===== src/rtl/core/lrc_ram.sv =====
// ----------------------------------------------------------------------------
// lrc_ram
// Generic single-write, single-read RAM with registered read data.
// ----------------------------------------------------------------------------
module lrc_ram #(
  parameter int unsigned WIDTH = 8,
  parameter int unsigned DEPTH = 16
) (
  input  logic                     clk_i,
  input  logic                     we_i,
  input  logic [$clog2(DEPTH)-1:0] waddr_i,
  input  logic [WIDTH-1:0]         wdata_i,
  input  logic                     re_i,
  input  logic [$clog2(DEPTH)-1:0] raddr_i,
  output logic [WIDTH-1:0]         rdata_o
);

  logic [WIDTH-1:0] mem_q [DEPTH];
  logic [WIDTH-1:0] rdata_q;

  always_ff @(posedge clk_i) begin
    if (we_i) begin
      mem_q[waddr_i] <= wdata_i;
    end
    if (re_i) begin
      rdata_q <= mem_q[raddr_i];
    end
  end

  assign rdata_o = rdata_q;

endmodule


===== config.mk =====
export PLATFORM = sky130hd
export DESIGN_NAME = lrc_ram
export DESIGN_NICKNAME = d
export VERILOG_FILES = /design/src/rtl/core/lrc_ram.sv
export SDC_FILE = /design/constraint.sdc
export NUM_CORES = 1
export LEC_CHECK = 0
export ABC_AREA = 1
export BUFFER_PORTS_ARGS = -buffer_cell sky130_fd_sc_hd__buf_2
export CORE_UTILIZATION = 55
export CTS_CLUSTER_DIAMETER = 200
export CTS_CLUSTER_SIZE = 8
export DETAILED_ROUTE_END_ITERATION = 12
export PLACE_DENSITY = 0.77
export SETUP_SLACK_MARGIN = 0.4
export SYNTH_ARGS = -nofsm -noshare
export SYNTH_HDL_FRONTEND = slang
export SYNTH_SLANG_ARGS = --single-unit

===== constraint.sdc =====
create_clock -name clk_i -period 1.5 [get_ports clk_i]
set_clock_uncertainty 0.2 [all_clocks]
set_input_delay 0.225 -clock clk_i [delete_from_list [all_inputs] [get_ports clk_i]]
set_output_delay 0.225 -clock clk_i [all_outputs]
set_load 0.05 [all_outputs]

==> impl_metrics.toml <==
[worst_setup_path]
start_kind = "flip-flop"
critPathSlowestCell = "edfxtp_1"
cp.required_ns = 1.07
worstSetupEndpointType = "primary output"
cp_max_fo = 1
crit_type = "reg2out"
path_cells = "buf_6"
crit_buf_inv = 1
crit_arrival_ns = 1.14
cpPeakStageDelay_ns = 0.43
cp_top_family = "flip-flops"

[run]
drv_cap = 0

[clock_tree]
cts_root_buffer = "clkbuf_8"
postCtsSetupBuffers = 0
clockBufferDepth = 2
cts_sinks = 136
path_clk_slew_ns = 0.06
cts_tree = "done"
htree_levels = 4
clk_latency_ns = 0.52
cts_inserted_buffers = 17

[global_routing]
grt_pass1_wl_mm = 21.0
grt_pass1_vias = 3902
overflow = 0
grt_max_degree = 39
met1_usage_pct = 34.3
antenna_found_initial = 0
grt_usage_pct = 26.4
busiest_layer = "met2"
met2_usage_pct = 43.1
gr-usage-met3_pct = 5.93

[power_and_ir_drop]
p_int_uw = 7040
ir_drop_uv = 903
sw_frac_of_total_pct = 22.6
pwr-share-clk_pct = 44.1
cellPowerDensity_mw_per_mm2 = 1230
comb_power_share_pct = 8.4
p_leak_uw = 0.00313
power_frac_seq_pct = 47.5
power.net_switching_uw = 2050

[routing]
vias = 4000
drc = 0
wl_per_cell_um = 18.2
ant_nets = 0
drt_iter0_markers = 258
first_pass_iters = 4
via_per_inst = 5.34
routed_wl_mm = 13.7

[yosys]
yosysWarningCount = 0
synth_commonest_cells = "nand2_1, edfxtp_1, inv_1"
synthArstFlopShare_pct = 0
syn_area_mm2 = 0.00585
ys_seq_area_share_pct = 69.8
synth_area_per_cell_um2 = 10.6
yosysMostFrequentCell = "nand2_1"
synth_nets = 570
synth.area.top_cells = "edfxtp_1, nand2_1, nand3_1"
ys_ff_latch = 136
netlist.area_leader.share_pct = 69.8
synth_top_area_cell = "edfxtp_1"
syn_inst = 551
synth_edf_count = 136
synth_ff_type = "edfxtp_1"
synth_cell_types = 11

[floorplanning]
die_area_mm2 = 0.0110
initial_core_util_pct = 56.6
rows = 37
die_h_um = 105
io_pins = 27
core_area_mm2 = 0.0103
die_x_um = 105

[placed_design]
dp_hpwl_mm = 8.49
routabilityCongestion = 0.840
place_ws_ns = -0.138
io_buffers = 26
placedCellCount = 708

[sta]
worst_slew_pin_slew_ns = 0.467
fin_crit_ns = 1.56
drv_slew = 0
setup_viol = 5
hold_viol = 0
fmax_mhz = 640
period_share_pct = 104
finalSetupTns_ns = -0.271
rsz0062_at_grt = "true"
fin_ws_ns = -0.0618
max_slew_margin_pct = 68.8

[final_layout]
area_growth_pct = 26.7
diodes = 0
fin_nets = 619
finalNonFillerCells = 749
drive_gt1_share_pct = 31.3

[hold_path]
min_path_type = "in2reg"

[status]
failed_checks = "negative setup slack"
outcome = "complete, but fails checks"
kinds of logic (layout without fill, tap and decap cells):
kind of cell           Yosys count  count (layout)  synth area share [%]
buffers and inverters          126             188                  9.39
flip-flops                     136             136                  69.8
AND/OR/NAND/NOR                289             289                  20.8
layout make-up:
type                    instances  area (µm²)
flip-flops and latches        136        4080
inverters                     102         390
fillers                       680        2910
multi-input cells             289        1720
clock buffers                  18         418
repair buffers                 54         475
well taps                     136         170
clock inverters                14         156
routing by layer:
metal | part of all wire (%) | vias to the layer above | wire length [µm]
li1 | - | 1880 | -
met3 | 7.0 | 25 | 962
met4 | 2.7 | 0 | 370
met1 | 41 | 1920 | 5550
met5 | 0 | - | 0
met2 | 50 | 175 | 6780
placed cells by master (no fill, tap or decap), drive strengths merged:
cell type      n
edfxtp       136
nor2          17
clkbuf        18
bufinv         3
buf           45
nand3         97
nand2        173
dlygate4sd3    9
nand3b         2
clkinv         8
clkinvlp       2
inv          103
through the flow:
| step | instance area, µm² | power (µW) | util, % | hold slack (ns) |
|---|---|---|---|---|
| 2_1_floorplan | 6090 | 4800 | - | 0.124 |
| 5_1_grt | 7410 | 9330 | 71.8 | 0.0137 |
| 3_3_place_gp | 6350 | 5010 | 61.5 | 0.397 |
| 4_1_cts | 7280 | 9070 | 70.5 | -0.0186 |
| 6_report | 7410 | 9090 | 71.8 | 0.0180 |
| 3_5_place_dp | 6350 | 5020 | 61.5 | 0.400 |
registers in the layout (all words and copies together) (netlist names):
signal,flops
mem_q,128
rdata_o,8
worst paths after layout:
kind | slack (ns) | start | cells after the start | end
worst min-delay path | 0.02 | raddr_i[3] | 3 | rdata_o[3]
worst max register to register | 0.17 | mem_q[3][1] | 6 | rdata_o[1]
worst max-delay path | -0.06 | rdata_o[7] | 1 | rdata_o[7]
worst min register to register | 0.57 | mem_q[10][6] | 6 | rdata_o[6]
repair_timing:
action	CTS	global route
resized for setup	62	33
hold buffers	9	0
pin swaps	37	17
endpoints found under the hold margin	141	0
endpoints found under the setup margin	16	16
power groups by stage:
stage | clock network, µW | logic, µW | registers (µW)
after CTS | 4030 | 728 | 4320
after detailed placement | 0 | 636 | 4390
after floorplan | 0 | 358 | 4450
after global placement | 0 | 621 | 4390
final | 4010 | 766 | 4320
after global routing | 4190 | 819 | 4320
No activity file was read; power rests on OpenSTA's default activity.
