**config.mk**
```make
export PLATFORM = sky130hd
export DESIGN_NAME = lrc_minu
export DESIGN_NICKNAME = d
export VERILOG_FILES = /design/src/rtl/core/lrc_pkg.sv /design/src/rtl/core/lrc_minu.sv
export SDC_FILE = /design/constraint.sdc
export NUM_CORES = 1
export LEC_CHECK = 0
export ABC_AREA = 1
export BUFFER_PORTS_ARGS = -buffer_cell sky130_fd_sc_hd__buf_2
export CAP_MARGIN = 20
export CORE_MARGIN = 2
export CORE_UTILIZATION = 40
export CTS_CLUSTER_DIAMETER = 120
export DETAILED_ROUTE_END_ITERATION = 6
export MAX_ROUTING_LAYER = met4
export PLACE_DENSITY_LB_ADDON = 0.25
export SYNTH_ARGS = -nofsm -noshare
export SYNTH_HDL_FRONTEND = slang
export SYNTH_SLANG_ARGS = --single-unit
export TNS_END_PERCENT = 30
```
**constraint.sdc**
```tcl
create_clock -name clk_i -period 5.3 [get_ports clk_i]
set_input_delay 0.265 -clock clk_i [delete_from_list [all_inputs] [get_ports clk_i]]
set_output_delay 0.265 -clock clk_i [all_outputs]
set_load 0.05 [all_outputs]
```
**src/rtl/core/lrc_pkg.sv**
```systemverilog
// ----------------------------------------------------------------------------
// lrc_pkg
// Shared types and constants of the LRU replacement selector with chances.
// ----------------------------------------------------------------------------
package lrc_pkg;

  localparam int unsigned WAYS        = 8;
  localparam int unsigned SETS        = 64;
  localparam int unsigned STAMP_BITS  = 32;
  localparam int unsigned CHANCE_BITS = 4;
  localparam int unsigned OP_W        = 2;
  localparam int unsigned WAY_W       = $clog2(WAYS);
  localparam int unsigned SET_W       = $clog2(SETS);
  localparam int unsigned ENTRIES     = SETS * WAYS;
  localparam int unsigned ADDR_W      = $clog2(ENTRIES);

  typedef enum logic [OP_W-1:0] {
    OP_INVAL  = 2'd0,
    OP_TOUCH  = 2'd1,
    OP_INSERT = 2'd2,
    OP_VICTIM = 2'd3
  } op_e;

  typedef enum logic [2:0] {
    ST_CLEAR,
    ST_IDLE,
    ST_UPD_RD,
    ST_UPD_WR,
    ST_SCAN,
    ST_DRAIN,
    ST_DECIDE,
    ST_RESTAMP
  } state_e;

  typedef struct packed {
    logic [STAMP_BITS-1:0]  stamp;
    logic [CHANCE_BITS-1:0] chance;
  } entry_t;

  typedef struct packed {
    logic             cmp;
    logic             load;
    logic             restamp;
    logic [WAY_W-1:0] way;
  } scan_ctl_t;

endpackage

```
**src/rtl/core/lrc_minu.sv**
```systemverilog
// ----------------------------------------------------------------------------
// lrc_minu
// Shared minimum unit: one stamp compare per beat, holds the running oldest.
// ----------------------------------------------------------------------------
module lrc_minu (
  input  logic                            clk_i,
  input  lrc_pkg::scan_ctl_t              ctl_i,
  input  lrc_pkg::entry_t                 rdata_i,
  input  logic [lrc_pkg::STAMP_BITS-1:0]  now_i,
  output logic [lrc_pkg::WAY_W-1:0]       best_way_o,
  output logic [lrc_pkg::CHANCE_BITS-1:0] best_chance_o
);
  import lrc_pkg::*;

  logic [WAY_W-1:0]       best_way_q;
  logic [STAMP_BITS-1:0]  best_stamp_q;
  logic [CHANCE_BITS-1:0] best_chance_q;
  logic                   older;

  assign older = rdata_i.stamp < best_stamp_q;

  always_ff @(posedge clk_i) begin
    if (ctl_i.restamp) begin
      // candidate was re-stamped and lost a chance; it seeds the next pass
      best_stamp_q  <= now_i;
      best_chance_q <= best_chance_q - CHANCE_BITS'(1);
    end else if (ctl_i.cmp && (ctl_i.load || older)) begin
      best_way_q    <= ctl_i.way;
      best_stamp_q  <= rdata_i.stamp;
      best_chance_q <= rdata_i.chance;
    end
  end

  assign best_way_o    = best_way_q;
  assign best_chance_o = best_chance_q;

endmodule

```
==> reports/metrics.csv <==
stage,metric,value,unit
routing,drc_errors,0,
die,dieArea,0.00691,sq mm
cts,ctsResizeCount,0,
setup_path,cp_max_fo,22,
timing,slew_viol_final,0,
die,num_io_pins,82,
timing,finClkSkew,0.00709,ns
layout,n_antenna_cell,0,
power,p_per_area,252,mW/mm^2
routing,wl_met1,2390,um
layout,layout-drive-gt1-share,26.2,%
cts,numCtsBuffers,5,
place,hpwlAfterDp,3900,um
cts,insertion_delay,0.29,ns
die,die_w,83.1,um
timing,fin_setup_tns,0,ns
global_route,grt_start_max_net_pins,40,
layout,syn2layout_area_growth,21.7,%
place,place.gp.congestion,0.757,
setup_path,start_kind,flop,
cts,clk_pin_slew,0.08,ns
synthesis,avgSynthCellArea,8.60,sq um
routing,via_count,2030,
timing,max_freq,387,MHz
cts,cts_setup_buffers,0,
power,p_leak,1.65,nW
die,core-area,0.00599,sq mm
routing,dr.max_layer_used,met4,
setup_path,cp.arrival,2.55,ns
timing,finalCriticalPeriod,2.58,ns
power,ir_drop,0.120,mV
die,std_cell_rows,28,
place,place.port_buffers,81,
cts,cts_tree,built,
global_route,grt_antenna_before_repair,0,
routing,firstDrtPassIters,4,
layout,stdcell_area,0.00305,sq mm
synthesis,synth_cells,291,
routing,via_per_inst,4.52,
place,dpl_cell_area,0.00297,sq mm
outcome,status,"complete, no violations",
synthesis,synth_area,0.00250,sq mm
die,start_util,41.8,%
synthesis,syn_nets,398,
routing,post_drt_wl_per_cell,11.3,um
die,die_h,83.1,um
synthesis,ys_warn_count,0,
routing,ant_nets,0,
timing,tightest_slew,0.643,ns
routing,first_iter_violations,56,
cts,cts_max_level,2,
layout,final_common_cell,nand2_1,
setup_path,crit_required,5.27,ns
global_route,first_global_vias,2138,
synthesis,ys_seq_area_share,46.8,%
synthesis,yosysUniqueCellTypes,23,
global_route,track_usage,16.3,%
timing,hold_viol,0,
cts,clk_path_buf_depth,2,
routing,wl,5100,um
cts,cts-root-buf,clkbuf_8,
worst_hold_path,hp-class,in2reg,
flow_run,maxCapViolCount,0,
routing,wl_met3,243,um
timing,rsz0062_at_grt,no,
timing,max_slew_margin,57.2,%
place,dp_cells,441,
timing,fin_crit_sh,48.7,%
setup_path,end_kind,flop,
routing,wl_met2,2410,um
layout,nets,480,
setup_path,critical_path_class,reg2reg,
layout,fillers,617,
cts,cts.sink_count,39,
layout,mostFrequentLayoutCells,"125 x nand2_1, 81 x buf_2, 41 x inv_1",
global_route,grt_pass1_wl,8910,um
synthesis,ys_seq_elements,39,
timing,setup_viol,0,
global_route,grt_overflow,0,
cts,holdBufCountCts,0,
layout,fin_cells,449,
-- cell usage after synthesis (all sizes together) --
library cell / n / area share [%]
a21oi: 16 / 3.3
edfxtp: 39 / 47
inv: 44 / 6.6
xnor2: 2 / 0.70
o21ai: 9 / 1.8
o211ai: 1 / 0.50
nand2: 126 / 19
ha: 32 / 16
nand4: 3 / 0.75
buf: 4 / 1.0
nand3: 1 / 0.40
nor3: 3 / 0.80
clkbuf: 4 / 1.0
nor2: 6 / 1.0
o21a: 1 / 0.30
-- state kept, by name, indices dropped and copies added (netlist names) --
register / count
best_stamp_q: 32
best_chance_o: 4
best_way_o: 3
-- worst max-delay path, cell delays in order, from the launching register on --
cell	delay, ns
edfxtp_1	0.36
inv_1	0.06
ha_1	0.23
a21oi_1	0.15
nor2_1	0.07
nor3_2	0.09
nand2_1	0.08
nand2_1	0.06
nand2_1	0.06
nand2_1	0.06
nand2_1	0.05
nand2_1	0.06
nand2_2	0.06
nand2_1	0.47
buf_4	0.40
-- metrics by stage --
step	setup WS (ns)	total power [mW]	hold slack [ns]	utilization [%]
global route	2.46	0.821	0.128	50.9
CTS	2.67	0.779	0.139	50.9
floorplan	2.90	0.521	0.364	-
detailed placement	2.64	0.585	0.444	49.5
global placement	2.68	0.578	0.443	49.5
finish	2.72	0.768	0.147	50.9
-- final timing paths --
| kind | startpoint | cells past startpoint | end | slack (ns) |
|---|---|---|---|---|
| worst max register to register | best_stamp_q[5] | 14 | best_stamp_q[13] | 2.72 |
| worst min-delay path | ctl_i[2] | 1 | best_way_o[2] | 0.15 |
| worst max-delay path | best_stamp_q[5] | 14 | best_stamp_q[13] | 2.72 |
| worst min register to register | best_chance_o[0] | 1 | best_chance_o[0] | 0.66 |
-- area by class of cell --
type | count | area [sq um] | share of cell area (%)
tap | 75 | 93.8 | 3.08
inverter | 44 | 165 | 5.42
multi-input combinational | 200 | 1120 | 36.6
clock buffer | 7 | 76.3 | 2.50
sequential | 39 | 1170 | 38.4
clock inverter | 1 | 5.00 | 0.164
timing repair buffer | 83 | 420 | 13.8
-- logic make-up after synthesis --
group	after synthesis	share of synthesized area, %
XOR/XNOR	2	0.700
flip-flops	39	46.8
AO/OA/AOI/OAI	27	5.95
buffers and inverters	52	8.65
AND/OR/NAND/NOR	139	21.9
adder cells (fa/ha/maj)	32	16.0
-- report_power, final --
| part | switching, mW | internal, mW |
|---|---|---|
| Sequential | 0.00915 | 0.378 |
| Combinational | 0.114 | 0.0748 |
| Clock | 0.0995 | 0.0923 |
-- layer usage --
metal,track usage [%],vias up
met2,27.6,54
met5,-,-
li1,-,1096
met3,4.17,5
met1,19.7,875
met4,3.58,0
Note: power is estimated with default switching activity, not from simulation.
