===== src/rtl/core/lrc_pkg.sv =====
// ----------------------------------------------------------------------------
// lrc_pkg
// Shared types and constants of the LRU replacement selector with chances.
// ----------------------------------------------------------------------------
package lrc_pkg;

  localparam int unsigned WAYS        = 8;
  localparam int unsigned SETS        = 64;
  localparam int unsigned STAMP_BITS  = 32;
  localparam int unsigned CHANCE_BITS = 4;
  localparam int unsigned OP_W        = 2;
  localparam int unsigned WAY_W       = $clog2(WAYS);
  localparam int unsigned SET_W       = $clog2(SETS);
  localparam int unsigned ENTRIES     = SETS * WAYS;
  localparam int unsigned ADDR_W      = $clog2(ENTRIES);

  typedef enum logic [OP_W-1:0] {
    OP_INVAL  = 2'd0,
    OP_TOUCH  = 2'd1,
    OP_INSERT = 2'd2,
    OP_VICTIM = 2'd3
  } op_e;

  typedef enum logic [2:0] {
    ST_CLEAR,
    ST_IDLE,
    ST_UPD_RD,
    ST_UPD_WR,
    ST_SCAN,
    ST_DRAIN,
    ST_DECIDE,
    ST_RESTAMP
  } state_e;

  typedef struct packed {
    logic [STAMP_BITS-1:0]  stamp;
    logic [CHANCE_BITS-1:0] chance;
  } entry_t;

  typedef struct packed {
    logic             cmp;
    logic             load;
    logic             restamp;
    logic [WAY_W-1:0] way;
  } scan_ctl_t;

endpackage


===== src/rtl/core/lrc_seq.sv =====
// ----------------------------------------------------------------------------
// lrc_seq
// Sequencer: clearing pass, way updates and repeated victim scans.
// ----------------------------------------------------------------------------
module lrc_seq (
  input  logic                            clk_i,
  input  logic                            rst_ni,
  input  logic                            start_i,
  output logic                            busy_o,
  input  logic [lrc_pkg::OP_W-1:0]        opcode_i,
  input  logic [lrc_pkg::SET_W-1:0]       set_index_i,
  input  logic [lrc_pkg::WAY_W-1:0]       way_i,
  input  logic [lrc_pkg::STAMP_BITS-1:0]  now_i,
  input  logic [lrc_pkg::CHANCE_BITS-1:0] scale_i,
  output logic                            ram_we_o,
  output logic [lrc_pkg::ADDR_W-1:0]      ram_waddr_o,
  output lrc_pkg::entry_t                 ram_wdata_o,
  output logic                            ram_re_o,
  output logic [lrc_pkg::ADDR_W-1:0]      ram_raddr_o,
  input  lrc_pkg::entry_t                 ram_rdata_i,
  output lrc_pkg::scan_ctl_t              scan_ctl_o,
  output logic [lrc_pkg::STAMP_BITS-1:0]  now_o,
  input  logic [lrc_pkg::WAY_W-1:0]       best_way_i,
  input  logic [lrc_pkg::CHANCE_BITS-1:0] best_chance_i,
  output logic                            victim_valid_o,
  output logic [lrc_pkg::WAY_W-1:0]       victim_way_o
);
  import lrc_pkg::*;

  state_e                state_q, state_d;
  logic [ADDR_W-1:0]     clr_q, clr_d;
  logic [WAY_W-1:0]      scan_q, scan_d;
  logic                  first_q, first_d;
  logic                  rd_vld_q, rd_vld_d;
  logic [WAY_W-1:0]      rd_way_q, rd_way_d;
  op_e                   op_q;
  logic [ADDR_W-1:0]     base_q;
  logic [ADDR_W-1:0]     addr_q;
  logic [STAMP_BITS-1:0] now_q;
  logic                  accept;
  logic                  way_ok;

  assign accept = start_i && (state_q == ST_IDLE);
  assign way_ok = (WAY_W + 1)'(way_i) < (WAY_W + 1)'(WAYS);

  always_ff @(posedge clk_i or negedge rst_ni) begin
    if (!rst_ni) begin
      state_q  <= ST_CLEAR;
      clr_q    <= '0;
      scan_q   <= '0;
      first_q  <= 1'b0;
      rd_vld_q <= 1'b0;
      rd_way_q <= '0;
    end else begin
      state_q  <= state_d;
      clr_q    <= clr_d;
      scan_q   <= scan_d;
      first_q  <= first_d;
      rd_vld_q <= rd_vld_d;
      rd_way_q <= rd_way_d;
    end
  end

  always_ff @(posedge clk_i) begin
    if (accept) begin
      op_q   <= op_e'(opcode_i);
      base_q <= ADDR_W'(set_index_i) * ADDR_W'(WAYS);
      addr_q <= ADDR_W'(set_index_i) * ADDR_W'(WAYS) + ADDR_W'(way_i);
      now_q  <= now_i;
    end
  end

  always_comb begin
    state_d        = state_q;
    clr_d          = clr_q;
    scan_d         = scan_q;
    first_d        = first_q;
    rd_vld_d       = 1'b0;
    rd_way_d       = scan_q;
    ram_we_o       = 1'b0;
    ram_waddr_o    = addr_q;
    ram_wdata_o    = '0;
    ram_re_o       = 1'b0;
    ram_raddr_o    = addr_q;
    victim_valid_o = 1'b0;
    scan_ctl_o     = '{cmp: rd_vld_q, load: first_q && (rd_way_q == '0),
                       restamp: 1'b0, way: rd_way_q};

    case (state_q)
      ST_CLEAR: begin
        ram_we_o    = 1'b1;
        ram_waddr_o = clr_q;
        clr_d       = clr_q + ADDR_W'(1);
        if (clr_q == ADDR_W'(ENTRIES - 1)) begin
          state_d = ST_IDLE;
        end
      end
      ST_IDLE: begin
        if (start_i) begin
          if (op_e'(opcode_i) == OP_VICTIM) begin
            state_d = ST_SCAN;
            scan_d  = '0;
            first_d = 1'b1;
          end else if (way_ok) begin
            state_d = ST_UPD_RD;
          end
        end
      end
      ST_UPD_RD: begin
        ram_re_o = 1'b1;
        state_d  = ST_UPD_WR;
      end
      ST_UPD_WR: begin
        ram_we_o = 1'b1;
        case (op_q)
          OP_INVAL:  ram_wdata_o = '0;
          OP_TOUCH:  ram_wdata_o = '{stamp: now_q, chance: ram_rdata_i.chance};
          OP_INSERT: ram_wdata_o = '{stamp: now_q, chance: scale_i};
          default:   ram_wdata_o = ram_rdata_i;
        endcase
        state_d = ST_IDLE;
      end
      ST_SCAN: begin
        ram_re_o    = 1'b1;
        ram_raddr_o = base_q + ADDR_W'(scan_q);
        rd_vld_d    = 1'b1;
        scan_d      = scan_q + WAY_W'(1);
        if (scan_q == WAY_W'(WAYS - 1)) begin
          state_d = ST_DRAIN;
        end
      end
      ST_DRAIN: begin
        state_d = ST_DECIDE;
      end
      ST_DECIDE: begin
        if (best_chance_i == '0) begin
          victim_valid_o = 1'b1;
          state_d        = ST_IDLE;
        end else begin
          state_d = ST_RESTAMP;
        end
      end
      ST_RESTAMP: begin
        ram_we_o           = 1'b1;
        ram_waddr_o        = base_q + ADDR_W'(best_way_i);
        ram_wdata_o        = '{stamp: now_q, chance: best_chance_i - CHANCE_BITS'(1)};
        scan_ctl_o.restamp = 1'b1;
        first_d            = 1'b0;
        scan_d             = '0;
        state_d            = ST_SCAN;
      end
      default: begin
        state_d = ST_IDLE;
      end
    endcase
  end

  assign busy_o       = state_q != ST_IDLE;
  assign now_o        = now_q;
  assign victim_way_o = best_way_i;

endmodule


===== config.mk =====
export PLATFORM = sky130hd
export DESIGN_NAME = lrc_seq
export DESIGN_NICKNAME = d
export VERILOG_FILES = /design/src/rtl/core/lrc_pkg.sv /design/src/rtl/core/lrc_seq.sv
export SDC_FILE = /design/constraint.sdc
export NUM_CORES = 1
export LEC_CHECK = 0
export BUFFER_PORTS_ARGS = -buffer_cell sky130_fd_sc_hd__buf_2
export CAP_MARGIN = 20
export CORE_ASPECT_RATIO = 2
export CORE_MARGIN = 2
export CORE_UTILIZATION = 35
export CTS_CLUSTER_SIZE = 16
export DETAILED_ROUTE_END_ITERATION = 8
export GPL_ROUTABILITY_DRIVEN = 0
export GPL_TIMING_DRIVEN = 0
export PLACE_DENSITY = 0.67
export SLEW_MARGIN = 40
export SYNTH_ARGS = -nofsm -noshare
export SYNTH_HDL_FRONTEND = slang
export SYNTH_SLANG_ARGS = --single-unit

===== constraint.sdc =====
create_clock -name clk_i -period 6.95 [get_ports clk_i]
set_input_delay 1.7375 -clock clk_i [delete_from_list [all_inputs] [get_ports clk_i]]
set_output_delay 1.7375 -clock clk_i [all_outputs]
set_load 0.03 [all_outputs]

==> reports/metrics.cfg <==
[grt]
first_global_vias = 2725
grt_pass1_wl_um = 13660
grt-ovfl-total = 0
grt_max_degree = 21
antenna_found_initial = 0
grtUsageTotal = 0.1869

[pwr]
p_int_mw = 1.065
clockPowerShare = 0.265
power_density_nw_per_um2 = 396.1
swShare = 0.4008
totalPowerFinal_mw = 1.777
p_leak_nw = 2.232
seq_power_share = 0.319
ir_worst_vdd_mv = 0.2195
net-switching-power_uw = 712.0
p_comb_frac = 0.416

[clock_network]
cts_hold_buf = 0
cts_tree = built
cts.sinks = 63
clockRootBuffer = clkbuf_16
postCtsResizedCells = 0
clkTransAtPathRegs_ns = 0.06
post_cts.repair.setup_buffers = 0
clkLatencyLatePin_ns = 0.33
htreeDepth = 3
clk_path_buf_depth = 2
cts_buffers = 9

[drt]
ant_nets = 0
via_count = 2801
via_per_inst = 5.020
drc_errors = 0
dr.pass1.iters = 4
wl_per_cell_um = 16.20
drt-initial-drc-count = 130
wl_um = 9037

[die]
num_io_pins = 192
die_h_um = 136.0
start_util = 0.3577
fp.coreArea_um2 = 8528
die_w_um = 70.02
rows = 48
die-area_um2 = 9524

[layout]
drive_gt1_frac = 0.5328
synthToLayoutAreaGrowth_pct = 47.05
layout_commonest_cell = buf_2
diodes = 0
nets = 552
final_core_util = 0.5260
final_cell_mix = buf_2, edfxtp_1, a22o_1

[timing]
fin_skew_ns = 0.006493
tns_ns = 0
hold_violations = 0
worst_pin_slew_ns = 0.4644
timing.fmax_ghz = 0.2249
finalCritPeriodShare = 0.6397
post-route-min-period_ns = 4.446
relSlewSlack = 0.6904
rsz0062_at_grt = no
setup_viol = 0
slew_viol_final = 0

[setup_path]
crit_type = primary input to output port
r2r_cells = 6
reg2reg_from = state_q[1]
cpMaxStageDelayCell = a211oi_1
crit_path_end_kind = output port
path_delay_family = buffers and inverters
cp.arrival_ns = 2.71
cp_max_fo = 3
slowest_delay_ns = 0.25
crit_top_cell = buf_2
cp.required_ns = 5.21
start_kind = primary input
rrSetupSlack_ns = 4.70
r2r_end = addr_q[8]
cp_cell_sequence = buf_2, inv_1, ha_1, xnor2_1, a211oi_1, buf_2
worst-path-buf-inv = 3

[yosys]
synth-seq-area-share = 0.5874
synth_edf_count = 43
syn_area_um2 = 3050
synthDistinctLibCells = 44
async_flop_share = 0.3175
syn_nets = 344
synthCells = 245
synthFlopType = edfxtp_1
syn_area_per_cell_um2 = 12.45
ys_ff_latch = 63
synth_warnings = 0

[run]
max_cap_violations = 0

[min_path]
min_delay_path_depth = 0
hold_path.class = flop to flop
whs_endpoint = rd_way_q[1]
hp-start = rd_way_d[1]

[place]
io_buffers = 191
dpl.hpwl_um = 7265

[status]
status = finished clean

[layer usage]
| layer | routed length, µm | global-route usage | up-vias |
|---|---|---|---|
| met1 | 3001 | 0.1860 | 1301 |
| met2 | 5254 | 0.3598 | 149 |
| li1 | - | - | 1335 |
| met3 | 587 | 0.04077 | 16 |
| met4 | 192 | 0.08654 | 0 |
| met5 | 0 | 0 | - |
[kinds of logic after synthesis]
logic type / count (synthesis) / share of synthesized area
mux: 4 / 0.01436
compound gates: 58 / 0.1591
buf+inv: 31 / 0.05496
simple gates: 71 / 0.1251
fa+ha+maj: 6 / 0.02461
flops: 63 / 0.5874
xor+xnor: 12 / 0.03445
[worst max-delay path by stage]
stage | cells after the start | from | end | slack [ns]
CTS | 6 | best_chance_i[0] | ram_wdata_o[2] | 2.50
global placement | 2 | start_i | addr_q[4] | 0.12
floorplan | 1 | start_i | addr_q[0] | 1.56
finish | 6 | best_chance_i[0] | ram_wdata_o[2] | 2.50
global route | 6 | best_chance_i[0] | ram_wdata_o[2] | 2.42
detailed placement | 6 | best_chance_i[0] | ram_wdata_o[2] | 2.50
[state kept, by name, indices dropped and copies added (netlist names)]
name	count
rd_way_d	3
first_q	1
clr_q	9
addr_q	9
rd_way_q	3
rd_vld_q	1
state_q	3
now_o	32
op_q	2
[power groups by stage]
stage,Sequential [mW],Combinational [mW],Clock [mW]
global placement,0.579,0.722,0
finish,0.567,0.738,0.471
CTS,0.568,0.747,0.480
detailed placement,0.575,0.743,0
floorplan,0.639,0.455,0
global route,0.579,0.797,0.492
[area by class of cell]
type / count / area, µm²
Buffer: 27 / 152.6
Clock buffer: 10 / 229.0
Clock inverter: 6 / 85.08
Fill cell: 797 / 4043
Inverter: 4 / 15.01
Multi-Input combinational cell: 151 / 1096
Sequential cell: 63 / 1792
Tap cell: 100 / 125.1
Timing Repair Buffer: 197 / 991.0
[synth_stat cells, drive strengths merged (2+ instances only)]
library cell	n	area [µm²]
nor2b	2	12.51
o21ai	6	30.03
nor3	6	52.55
o221a	3	33.78
nand4	3	18.77
a221oi	4	35.03
xnor2	8	70.07
ha	6	75.07
and3b	3	26.28
nand3	6	30.03
nand2	29	108.9
a22o	32	280.3
edfxtp	43	1291
nor3b	2	20.02
nand2b	3	18.77
dfrtp	20	500.5
buf	18	117.6
mux2	3	33.78
a32o	2	20.02
a211oi	4	30.03
a21oi	2	13.76
nor2	10	37.54
xor2	4	35.03
inv	4	15.01
clkbuf	9	35.03
[stage by stage]
stage	hold WS [ns]	cells	setup WS, ns	cell area (µm²)
6_report	0.4491	558	2.504	4486
5_1_grt	0.4617	558	2.425	4486
4_1_cts	0.4517	558	2.503	4486
3_5_place_dp	0.4374	542	2.497	4172
3_3_place_gp	0.4220	536	0.1156	4131
2_1_floorplan	0.3929	245	1.559	3050
(Power assumes the default switching activity.)
